$ cat src/skt_pkg.sv
// shared types, constants and the scan code to ascii table for the scancode key tracker
// no dependencies
package skt_pkg;

  localparam int CODE_W     = 8;
  localparam int KIDX_W     = 8;
  localparam int HIDX_W     = 6;
  localparam int CHAR_W     = 7;
  localparam int MAP_DEPTH  = 256;
  localparam int IN_DATA_W  = 24;
  localparam int OUT_DATA_W = 24;

  localparam logic [CODE_W-1:0] PREFIX_CODE = 8'hE0;

  localparam logic ACT_SCAN  = 1'b0;
  localparam logic ACT_QUERY = 1'b1;

  typedef struct packed {
    logic              map_fwd;
    logic              map_fwd_val;
    logic              map_ok;
    logic              hist_fwd;
    logic              hist_ok;
    logic              pushed;
    logic [CHAR_W-1:0] pchar;
    logic              ext;
  } s1_t;

  function automatic logic [CHAR_W-1:0] ascii_of(input logic [6:0] code);
    logic [CHAR_W-1:0] c;
    case (code)
      7'd2:    c = 7'd49;
      7'd3:    c = 7'd50;
      7'd4:    c = 7'd51;
      7'd5:    c = 7'd52;
      7'd6:    c = 7'd53;
      7'd7:    c = 7'd54;
      7'd8:    c = 7'd55;
      7'd9:    c = 7'd56;
      7'd10:   c = 7'd57;
      7'd11:   c = 7'd48;
      7'd12:   c = 7'd45;
      7'd16:   c = 7'd113;
      7'd17:   c = 7'd119;
      7'd18:   c = 7'd101;
      7'd19:   c = 7'd114;
      7'd20:   c = 7'd116;
      7'd21:   c = 7'd121;
      7'd22:   c = 7'd117;
      7'd23:   c = 7'd105;
      7'd24:   c = 7'd111;
      7'd25:   c = 7'd112;
      7'd30:   c = 7'd97;
      7'd31:   c = 7'd115;
      7'd32:   c = 7'd100;
      7'd33:   c = 7'd102;
      7'd34:   c = 7'd103;
      7'd35:   c = 7'd104;
      7'd36:   c = 7'd106;
      7'd37:   c = 7'd107;
      7'd38:   c = 7'd108;
      7'd44:   c = 7'd122;
      7'd45:   c = 7'd120;
      7'd46:   c = 7'd99;
      7'd47:   c = 7'd118;
      7'd48:   c = 7'd98;
      7'd49:   c = 7'd110;
      7'd50:   c = 7'd109;
      7'd51:   c = 7'd44;
      7'd52:   c = 7'd46;
      7'd53:   c = 7'd47;
      7'd57:   c = 7'd32;
      default: c = '0;
    endcase
    return c;
  endfunction

endpackage

$ cat src/scancode_key_tracker.sv
// top level of the scancode key tracker: pressed-key map and typed-character history
// depends on skt_pkg and skt_ram
//
// Takes one transfer per cycle unless out_tready stalls the output, and returns one
// result per item via memory read, then the output register. The pressed map sits in a
// 256 x 1 ram with a flip-flop valid bit per key, cleared at reset; the history is a
// circular buffer of HISTORY_DEPTH entries in a second ram, with a head pointer and a
// fill count, so no clearing pass is needed after reset. A read of the entry written by
// the same item is forwarded around the ram.
module scancode_key_tracker #(
  parameter int HISTORY_DEPTH = 49
) (
  input  logic                           clk,
  input  logic                           rst_n,
  input  logic                           in_tvalid,
  output logic                           in_tready,
  // scan_code[7:0], key_index[15:8], history_index[21:16], zero [23:22]
  input  logic [skt_pkg::IN_DATA_W-1:0]  in_tdata,
  // action[0]
  input  logic                           in_tuser,
  output logic                           out_tvalid,
  input  logic                           out_tready,
  // key_down[0], history_char[7:1], pushed[8], pushed_char[15:9], extended_pending[16],
  // zero [23:17]
  output logic [skt_pkg::OUT_DATA_W-1:0] out_tdata
);

  localparam int AW = (HISTORY_DEPTH > 1) ? $clog2(HISTORY_DEPTH) : 1;
  localparam int CW = $clog2(HISTORY_DEPTH + 1);
  localparam int SW = ((AW > skt_pkg::HIDX_W) ? AW : skt_pkg::HIDX_W) + 1;
  localparam logic [SW-1:0] DEPTH_S = SW'(HISTORY_DEPTH);

  logic                       acc;
  logic [skt_pkg::CODE_W-1:0] scan;
  logic [skt_pkg::KIDX_W-1:0] kidx;
  logic [skt_pkg::HIDX_W-1:0] hidx;
  logic                       upd;
  logic                       is_pre;
  logic                       press;
  logic                       rel;
  logic [7:0]                 key;
  logic [skt_pkg::CHAR_W-1:0] pchar;

  logic                       ext_r, ext_nxt;
  logic [skt_pkg::MAP_DEPTH-1:0] map_vld_r;
  logic                       map_we;
  logic                       map_rdata;

  logic [AW-1:0]              head_r, head_nxt;
  logic [CW-1:0]              cnt_r, cnt_nxt;
  logic [SW-1:0]              hsum;
  logic [SW-1:0]              hslot_s;
  logic [AW-1:0]              hslot;
  logic [skt_pkg::CHAR_W-1:0] hist_rdata;

  skt_pkg::s1_t               s1_r, s1_nxt;
  logic                       s1_v_r;
  logic                       s1_adv;
  logic                       out_v_r;
  logic [skt_pkg::OUT_DATA_W-1:0] out_data_r, out_data_nxt;
  logic                       key_down;
  logic [skt_pkg::CHAR_W-1:0] hist_char;

  assign scan   = in_tdata[7:0];
  assign kidx   = in_tdata[15:8];
  assign hidx   = in_tdata[21:16];

  assign s1_adv    = s1_v_r && (!out_v_r || out_tready);
  assign in_tready = !s1_v_r || s1_adv;
  assign acc       = in_tvalid && in_tready;

  assign upd    = acc && (in_tuser == skt_pkg::ACT_SCAN);
  assign is_pre = (scan == skt_pkg::PREFIX_CODE);
  assign press  = upd && !is_pre && !scan[7];
  assign rel    = upd && !is_pre && scan[7];
  assign key    = {ext_r, scan[6:0]};
  assign pchar  = ext_r ? '0 : skt_pkg::ascii_of(scan[6:0]);
  assign map_we = press || rel;

  always_comb begin
    ext_nxt = ext_r;
    if (upd) begin
      ext_nxt = is_pre;
    end
  end

  // history pointer and fill count after this item
  always_comb begin
    head_nxt = head_r;
    cnt_nxt  = cnt_r;
    if (press) begin
      head_nxt = (head_r == '0) ? AW'(HISTORY_DEPTH - 1) : head_r - 1'b1;
      cnt_nxt  = (cnt_r == CW'(HISTORY_DEPTH)) ? cnt_r : cnt_r + 1'b1;
    end
  end

  assign hsum    = SW'(head_nxt) + SW'(hidx);
  assign hslot_s = (hsum >= DEPTH_S) ? hsum - DEPTH_S : hsum;
  assign hslot   = hslot_s[AW-1:0];

  skt_ram #(
    .WIDTH (1),
    .DEPTH (skt_pkg::MAP_DEPTH)
  ) u_map_ram (
    .clk   (clk),
    .we    (map_we),
    .waddr (key),
    .wdata (press),
    .re    (acc),
    .raddr (kidx),
    .rdata (map_rdata)
  );

  skt_ram #(
    .WIDTH (skt_pkg::CHAR_W),
    .DEPTH (HISTORY_DEPTH)
  ) u_hist_ram (
    .clk   (clk),
    .we    (press),
    .waddr (head_nxt),
    .wdata (pchar),
    .re    (acc),
    .raddr (hslot),
    .rdata (hist_rdata)
  );

  always_comb begin
    s1_nxt.map_fwd     = map_we && (key == kidx);
    s1_nxt.map_fwd_val = press;
    s1_nxt.map_ok      = map_vld_r[kidx];
    s1_nxt.hist_fwd    = press && (hidx == '0);
    s1_nxt.hist_ok     = SW'(hidx) < SW'(cnt_nxt);
    s1_nxt.pushed      = press;
    s1_nxt.pchar       = press ? pchar : '0;
    s1_nxt.ext         = ext_nxt;
  end

  assign key_down  = s1_r.map_fwd ? s1_r.map_fwd_val : (s1_r.map_ok & map_rdata);
  assign hist_char = s1_r.hist_fwd ? s1_r.pchar : (s1_r.hist_ok ? hist_rdata : '0);

  always_comb begin
    out_data_nxt        = '0;
    out_data_nxt[0]     = key_down;
    out_data_nxt[7:1]   = hist_char;
    out_data_nxt[8]     = s1_r.pushed;
    out_data_nxt[15:9]  = s1_r.pchar;
    out_data_nxt[16]    = s1_r.ext;
  end

  always_ff @(posedge clk) begin
    if (!rst_n) begin
      ext_r     <= 1'b0;
      map_vld_r <= '0;
      head_r    <= '0;
      cnt_r     <= '0;
      s1_v_r    <= 1'b0;
      out_v_r   <= 1'b0;
    end else begin
      ext_r  <= ext_nxt;
      head_r <= head_nxt;
      cnt_r  <= cnt_nxt;
      if (map_we) begin
        map_vld_r[key] <= 1'b1;
      end
      if (acc) begin
        s1_v_r <= 1'b1;
      end else if (s1_adv) begin
        s1_v_r <= 1'b0;
      end
      if (s1_adv) begin
        out_v_r <= 1'b1;
      end else if (out_tready) begin
        out_v_r <= 1'b0;
      end
    end
  end

  always_ff @(posedge clk) begin
    if (acc) begin
      s1_r <= s1_nxt;
    end
    if (s1_adv) begin
      out_data_r <= out_data_nxt;
    end
  end

  assign out_tvalid = out_v_r;
  assign out_tdata  = out_data_r;

  a_cnt_range: assert property (@(posedge clk) disable iff (!rst_n)
    cnt_r <= CW'(HISTORY_DEPTH))
    else $error("history fill count past depth");

  a_head_range: assert property (@(posedge clk) disable iff (!rst_n)
    SW'(head_r) < DEPTH_S)
    else $error("history head out of range");

  a_query_keeps_state: assert property (@(posedge clk) disable iff (!rst_n)
    (acc && in_tuser == skt_pkg::ACT_QUERY) |=> ($stable(ext_r) && $stable(head_r)))
    else $error("query transfer changed state");

  a_push_char: assert property (@(posedge clk) disable iff (!rst_n)
    (out_tvalid && !out_tdata[8]) |-> (out_tdata[15:9] == '0))
    else $error("pushed char without push");

endmodule

$ cat src/skt_ram.sv
// generic single-clock ram, one write port and one read port with registered read data
// no dependencies
module skt_ram #(
  parameter int WIDTH = 8,
  parameter int DEPTH = 16,
  localparam int AW = (DEPTH > 1) ? $clog2(DEPTH) : 1
) (
  input  logic             clk,
  input  logic             we,
  input  logic [AW-1:0]    waddr,
  input  logic [WIDTH-1:0] wdata,
  input  logic             re,
  input  logic [AW-1:0]    raddr,
  output logic [WIDTH-1:0] rdata
);

  logic [WIDTH-1:0] mem [DEPTH];

  always_ff @(posedge clk) begin
    if (we) begin
      mem[waddr] <= wdata;
    end
    if (re) begin
      rdata <= mem[raddr];
    end
  end

endmodule
$ cat config.mk
export PLATFORM = sky130hd
export DESIGN_NAME = scancode_key_tracker
export DESIGN_NICKNAME = d
export VERILOG_FILES = /design/src/skt_pkg.sv /design/src/scancode_key_tracker.sv /design/src/skt_ram.sv
export SDC_FILE = /design/constraint.sdc
export NUM_CORES = 1
export LEC_CHECK = 0
export ABC_CLOCK_PERIOD_IN_PS = 18140
export BUFFER_PORTS_ARGS = -buffer_cell sky130_fd_sc_hd__clkbuf_2
export CORE_MARGIN = 2
export CORE_UTILIZATION = 50
export DETAILED_ROUTE_END_ITERATION = 12
export PLACE_DENSITY = 0.66
export SETUP_SLACK_MARGIN = 0.5
export SLEW_MARGIN = 25
export SYNTH_ARGS = -nofsm -noshare
export SYNTH_HDL_FRONTEND = slang
export SYNTH_SLANG_ARGS = --single-unit
$ cat constraint.sdc
create_clock -name clk -period 18.14 [get_ports clk]
set_input_delay 1.814 -clock clk [delete_from_list [all_inputs] [get_ports clk]]
set_output_delay 1.814 -clock clk [all_outputs]
set_load 0.02 [all_outputs]
==> summary by stage, run 1 <==
STA
The highest attainable clock frequency is 113 MHz. The count of final hold-check violations is 0. Setup violations remaining at the end of the flow were counted as 0.

The post-route clock period utilization is 48.8%. Final hold analysis gives a worst-case slack of 401 ps. The worst slew margin relative to its limit is 25.2%. Summed over all failing endpoints, the final setup total negative slack is 0 ps. Setup repair after global routing left no endpoint under its margin.

On the final layout, the worst clock skew is 64.6 ps. The max-slew violation total from the final report is 0. The time the final worst path needs with I/O delays and setup is 8850 ps. For the pin with the worst max-slew slack, the measured transition is 1120 ps.

GRT
The first-pass GRT wire length is 151000 um. The total overflow left after global routing is 0. The initial antenna violation count was 4. The global-route total usage across every layer is 24.2%. The via count of the first global-routing pass is 25100. The pin count of the biggest net entering global routing is 108.

Power
Sequential cells burn 44.1% of the power. The static leakage power is 14.6 nW. In this run the power spent charging and discharging nets is 1.43 mW.

The combinational power share is 16.8%. In this run the power density over the cells is 117 nW/um^2. The clock network power share is 39.2%.

Of the total power, the share spent switching nets is 28.0%. Internal power comes to 3.69 mW. The peak supply drop is 0.0681 mV.

Critical path
The worst register-to-register path has a setup slack of 10220 ps. The data required time of the critical path is 18560 ps. The nature of the critical path startpoint is an input port. The critical path startpoint is out_tready. The reg-to-reg critical path startpoint is s1_v_r$_SDFFE_PN0P_. The maximum fanout count along the critical path is 55. Measured in cells, the most critical reg-to-reg path has a length of 16.

The worst setup path is captured at a flop. The worst setup path endpoint is u_hist_ram.rdata[5]$_DFFE_PN_. The arrival time of the worst setup path is 9270 ps. In this run the critical register-to-register path is captured at u_hist_ram.rdata[5]$_DFFE_PN_.

The worst setup path is of the input port to flop kind.

Status
The run finished with clean final reports.

Clock network
The number of hold buffers added after CTS was 0. The clock buffer count from CTS is 96. After clock tree synthesis, the clock-pin slew on the worst setup and hold paths is 60 ps.

TritonCTS built the clock tree. No sink is reached through more buffers than the 3 on the longest clock path. The count of instances resized after the clock tree is built is 0.

The number of buffers inserted to repair setup after CTS is 0. The maximum level of the CTS H-tree is 3. At the later pin of the worst-skew pair, clock insertion delay measures 700 ps. The number of sinks on the clock net is 908. In this run the clock root is driven by a clkbuf_16.

Floorplan
In this run the horizontal extent of the chip is 285 um. For this configuration, the core starts out at a cell density of 50.3%. The die height is 285 um.

The core area is 78600 sq um. The row count is 103. The die covers 81300 sq um. For this design the top-level I/O count stands at 55.

Place
Once detailed placement completed, the half-perimeter wirelength came to 60700 um. The congestion estimate from routability-driven global placement came to 0.866. Buffers placed on the I/O ports in this run total 45.

Min path
The path class of the tightest hold or removal check is flop to flop.

Detailed routing
The total iterations of the first detailed-routing run is 6. The routed length per instance is 24.9 um. The number of DRC markers after the initial detailed-route iteration is 3034. The detailed-route DRC error count is 0. The final wirelength is 99300 um. The total number of vias is 25300. After detailed routing, the number of vias per cell comes to 6.34. Once detail routing completed, the nets flagged for antenna violations numbered 0.

Logic synthesis
The total of warnings raised by yosys is 0. The share of synthesized area in the top cell type comes to 48.4%. Among all cell types in the netlist, the one instantiated most often is edfxtp_1. The cell accounting for the most synthesized area is edfxtp_1. The share of flip-flops with an asynchronous set or reset is 0%. The commonest cells after synthesis are edfxtp_1, nor2_1, dfxtp_1. The number of synthesized register bits is 908. The number of distinct standard cells referenced by the synthesized netlist is 91. In this run the mean area of a mapped cell was 13.6 sq um.

The synthesized instance count is 2901. In the synthesized netlist the dominant register cell turns out to be edfxtp_1. The number of enable flip-flop cells after synthesis is 637. Summing every instance area after synthesis gives 39500 sq um. Of the synthesized area, sequential elements account for 62.1%.

By area the synthesized netlist is led by edfxtp_1, dfxtp_1, mux4_2.

Layout
The fraction of layout cells with a size suffix above 1 is 17.3%. The area added between synthesis and finish is 11.1%. After the last flow step, the layout net total stands at 2917.

Job
Max-cap violations in this run came to 0.
==> worst min-delay path by stage <==
| stage | startpoint | endpoint | slack (ps) | cells past startpoint |
|---|---|---|---|---|
| after CTS | out_data_nxt[9]$_SDFFCE_PN0N_ | out_tdata[9]$_DFFE_PP_ | 410 | 0 |
| after global routing | out_data_nxt[9]$_SDFFCE_PN0N_ | out_tdata[9]$_DFFE_PP_ | 420 | 0 |
| after floorplan | out_data_nxt[16]$_DFFE_PN_ | out_tdata[16]$_DFFE_PP_ | 400 | 0 |
| after detailed placement | out_data_nxt[16]$_DFFE_PN_ | out_tdata[16]$_DFFE_PP_ | 410 | 0 |
| after global placement | out_data_nxt[16]$_DFFE_PN_ | out_tdata[16]$_DFFE_PP_ | 410 | 0 |
| final | out_data_nxt[9]$_SDFFCE_PN0N_ | out_tdata[9]$_DFFE_PP_ | 400 | 0 |
==> kinds of logic (layout without fill, tap and decap cells) <==
| logic type | count (synthesis) | after routing | synth area share, % |
|---|---|---|---|
| other cells | 1 | 10 | 0.00949 |
| fa+ha+maj | 28 | 28 | 0.905 |
| simple gates | 705 | 705 | 7.87 |
| buf+inv | 245 | 281 | 2.66 |
| xor+xnor | 21 | 21 | 0.522 |
| compound gates | 693 | 693 | 12.8 |
| mux | 300 | 300 | 13.1 |
| flops | 908 | 908 | 62.1 |
==> layer usage <==
metal | part of all wire, % | vias to the layer above | global-route usage (%) | wire [um]
li1 | - | 11200 | - | -
met1 | 41 | 12800 | 33.3 | 40800
met2 | 48 | 1111 | 39.3 | 47600
met3 | 8.5 | 163 | 4.36 | 8430
met4 | 2.4 | 2 | 7.47 | 2420
met5 | 0.013 | - | 0 | 13
==> registers in the layout (all words and copies together), names as in the netlist <==
name	count
out_tvalid	1
out_data_nxt	9
cnt_r	6
s1_r	4
s1_v_r	1
u_hist_ram.rdata	7
u_map_ram.mem	256
ext_r	1
out_tdata	17
head_r	6
map_vld_r	256
u_map_ram.rdata	1
u_hist_ram.mem	343
==> final cells by class <==
cell class,instances,area (sq um)
Fill cell,6305,34700
Sequential cell,908,24600
Multi-Input combinational cell,1754,14200
Clock buffer,131,2700
Tap cell,1050,1310
Clock inverter,50,591
Timing Repair Buffer,79,537
Inverter,21,83.8
Antenna cell,3,7.51
==> critical path: stages <==
cell      delay, ps
clkbuf_2         90
nand3b_1        140
or4b_2          900
a21oi_1         630
inv_1           180
fa_4           1510
inv_1           260
ha_1            310
nand2_1         120
o21ba_2         170
a211o_1         310
or3_1           680
a21oi_2         720
a221oi_1        200
a31oi_1         440
nor4_1          210
a311oi_1        490
==> layout by cell type (no fill, tap or decap), types with 8 or more instances in the layout <==
master	count
edfxtp_1	637
nor2_1	371
dfxtp_1	271
o21a_1	259
mux4_2	171
nand2_1	117
o221ai_1	98
clkbuf_16	97
mux2i_1	95
o22ai_1	82
o21ai_0	69
a21oi_1	60
nor3_1	42
clkbuf_2	42
nand3_1	37
mux2_2	34
buf_4	32
ha_1	25
clkbuf_1	20
nor2b_1	19
and3_1	19
nor4_1	19
clkinv_2	19
inv_1	18
a31oi_1	18
and2_1	16
clkbuf_8	16
a211oi_1	15
nand2_2	15
clkinv_1	12
a32oi_1	12
xnor2_1	11
or3_1	8
nand4_1	8
bufinv_16	8
==> power by group through the flow <==
stage,clock network (mW),logic [mW],registers (mW)
finish,2.01,0.858,2.26
global route,2.11,0.914,2.26
CTS,2.03,0.843,2.26
detailed placement,0,0.839,2.30
global placement,0,0.821,2.30
floorplan,0,0.602,2.30
==> metrics by stage <==
step                      worst slack [ps]  total power, mW  area (sq um)  utilization, %  cells
after detailed placement              8740             3.14         40600            51.6   3810
after floorplan                       7500             2.90         39600               -   2907
after global placement                8940             3.12         40500            51.6   3810
final                                 9290             5.12         43900            55.9   3996
after CTS                             9450             5.13         43900            55.8   3991
after global routing                  9000             5.28         43900            55.9   3995
(Power assumes the default switching activity.)
==> run 2: changes to the inputs <==
ABC_CLOCK_PERIOD_IN_PS = 8119   (was 18140)
PLACE_DENSITY = 0.68   (was 0.66)
clock period = 8.12 ns   (was 18.14 ns; I/O delays follow)
==> run 2 against run 1 <==
  * Design area fell by 0.32%
  * Register-to-register slack got worse by 8800 ps
  * Critical path depth rose by 2
  * Count of clock-buffer cells in the layout fell by 5
  * Core utilization fell by 0.18 points
  * Sequential power rose by 120%
==> summary by stage, run 2 (same netlist as run 1, synthesis figures left out) <==
Clock network
The maximum level of the CTS H-tree is 3. TritonCTS built the clock tree. The number of hold buffers added after CTS is 0. For the worst-skew pair, the clock arrives at the later sink with an insertion delay of 660 ps. The number of buffers inserted to repair setup after CTS is 0. The cell at the root of the clock tree is clkbuf_16.

In this run, post-CTS repair resized a total of 0 instances. The clock buffer count from CTS is 92. The clock-pin slew on the worst setup and hold paths is 60 ps. The number of sinks on the clock net is 908.

The longest clock path from root to sink contains 3 buffers.

STA
The final setup violation count is 0. Dividing the final minimum period by the clock period gives 83.1%. The largest clock skew in the final design is 19.7 ps. The worst pin sits at a relative slew slack of 20.4%. The time the final worst path needs with I/O delays and setup is 6750 ps.

At the pin with the least slew margin, the transition time is 1190 ps. The setup slack after layout is 1370 ps. Setup repair after global routing left no endpoint under its margin.

For the final routed database, the setup TNS stands at 0 ps. The max-slew violation total from the final report is 0. Derived from the worst setup path, the maximum achievable clock frequency is 148 MHz. The tightest hold margin is 432 ps. The count of final hold-check violations is 0.

Detailed routing
Dividing the detail-routed via count by the number of cells gives 6.40. In the final routed layout, each cell accounts on average for 24.7 um. The final wirelength is 98900 um. For this block, the initial DRC count from the detailed router was 3077. The detailed-route DRC error count is 0. The total iterations of the first detailed-routing run is 6.

The total number of vias is 25600. The number of nets still failing antenna checks after routing is 0.

Critical path
The kind of critical path is flop to flop. For the worst setup path, the data arrival time is 7150 ps. STA classifies the critical path endpoint as a flop. Along the worst path, the maximum fanout reaches 24. The setup slack of the most critical reg-to-reg path is 1370 ps. The nature of the critical path startpoint is a flop. The data required time of the critical path is 8520 ps.

Place
At the end of routability-driven placement, the weighted congestion stood at 0.841. Once placement completed, the tool counted placed cells totaling 3826. The estimated wirelength of the detail-placed design is 60000 um. After detailed placement, the total cell area comes to 40700 sq um. Input and output buffers added on the ports amount to 45. The worst setup slack after placement is 919 ps.

GRT
The initial antenna violation count came to 2. Entering global routing, the biggest net connects 263 pins. Global routing used 24.1% of the available tracks. The first global-routing pass estimated 151000 um of wire.

The via count of the first global-routing pass is 25200. Global routing finished with a remaining overflow of 0.

Layout
The finished layout holds 3998 standard cells, fillers aside. The antenna cell count is 0. The largest registers in the layout are u_hist_ram.mem (343), map_vld_r (256), u_map_ram.mem (256). The top cell types in the final layout, fill and taps aside, are edfxtp_1, nor2_1, dfxtp_1, o21a_1, mux4_2.

The fraction of layout cells with a size suffix above 1 is 17.3%. The area growth from synthesis to layout is 10.8%. For this run, the post-layout net count is 2928. The final design area excluding fillers is 43800 sq um. The flip-flop count of the largest register, all copies and words added is 343.

The fraction of the core area covered by cells at the end of the flow is 55.7%. u_hist_ram.mem holds more flip-flops than any other register. Leaving out fill and tap cells, the most frequent cell in the layout is edfxtp_1.

Power
The peak supply drop is 0.159 mV. The static leakage power is 14.6 nW. The final total power is 11.2 mW. The power per unit of standard cell area is 256 nW/um^2.

Floorplan
The row count is 103. The die extent in x is 285 um. The core region is 78600 sq um. Pin placement for this block handled 55 I/O pins.

The floorplan step defined a die boundary enclosing 81300 sq um. The starting density of the core is 50.3%. In this run the vertical extent of the chip is 285 um.

Job
The reported max-cap violation count is 0.

Min path
The path category of the worst min-delay check is flop to flop.

Status
The run finished with clean final reports.
[run 2: routing by layer]
layer  share of wire, %  vias to the layer above  global-route usage (%)
li1                   -                    11200                       -
met1                 42                    13000                    34.9
met2                 46                     1179                    37.6
met3                8.7                      186                    3.98
met4                2.9                        2                    7.74
met5              0.013                        -                       0
[run 2: critical path, cell delays in order, from the launching register on]
cell and delay, ps:
dfxtp_1 320, nand3b_1 150, or4b_2 810, or4_1 520, or3_1 400, xor2_1 330, nand2_1 170, ha_1 440
nor2b_1 80, and4_1 220, a311oi_4 430, a21o_4 250, nand3_2 540, buf_4 470, buf_4 240, o22ai_1 140
nor3_1 70, o21ai_0 420, o311ai_0 230, o211a_1 240
[run 2: path summary, 6_finish.rpt]
check,from,endpoint,cells past startpoint
setup / recovery,out_tvalid$_SDFFE_PN0P_,u_hist_ram.rdata[4]$_DFFE_PN_,19
hold / removal,out_data_nxt[16]$_DFFE_PN_,out_tdata[16]$_DFFE_PP_,0
setup reg to reg,out_tvalid$_SDFFE_PN0P_,u_hist_ram.rdata[4]$_DFFE_PN_,19
hold reg to reg,out_data_nxt[16]$_DFFE_PN_,out_tdata[16]$_DFFE_PP_,0
[run 2: area by class of cell]
cell class	instances	area, sq um
repair buffers	94	666
well taps	1050	1310
clock buffers	126	2600
inverters	21	83.8
fillers	6241	34800
multi-input cells	1754	14100
flip-flops and latches	908	24600
clock inverters	45	452
[run 2: report_power, final]
group / internal [mW] / total (mW) / leakage, nW / switching [mW]
clock: 2.45 / 4.24 / 1.50 / 1.79
combinational: 0.649 / 1.93 / 4.88 / 1.28
sequential: 5.01 / 5.03 / 8.21 / 0.0207
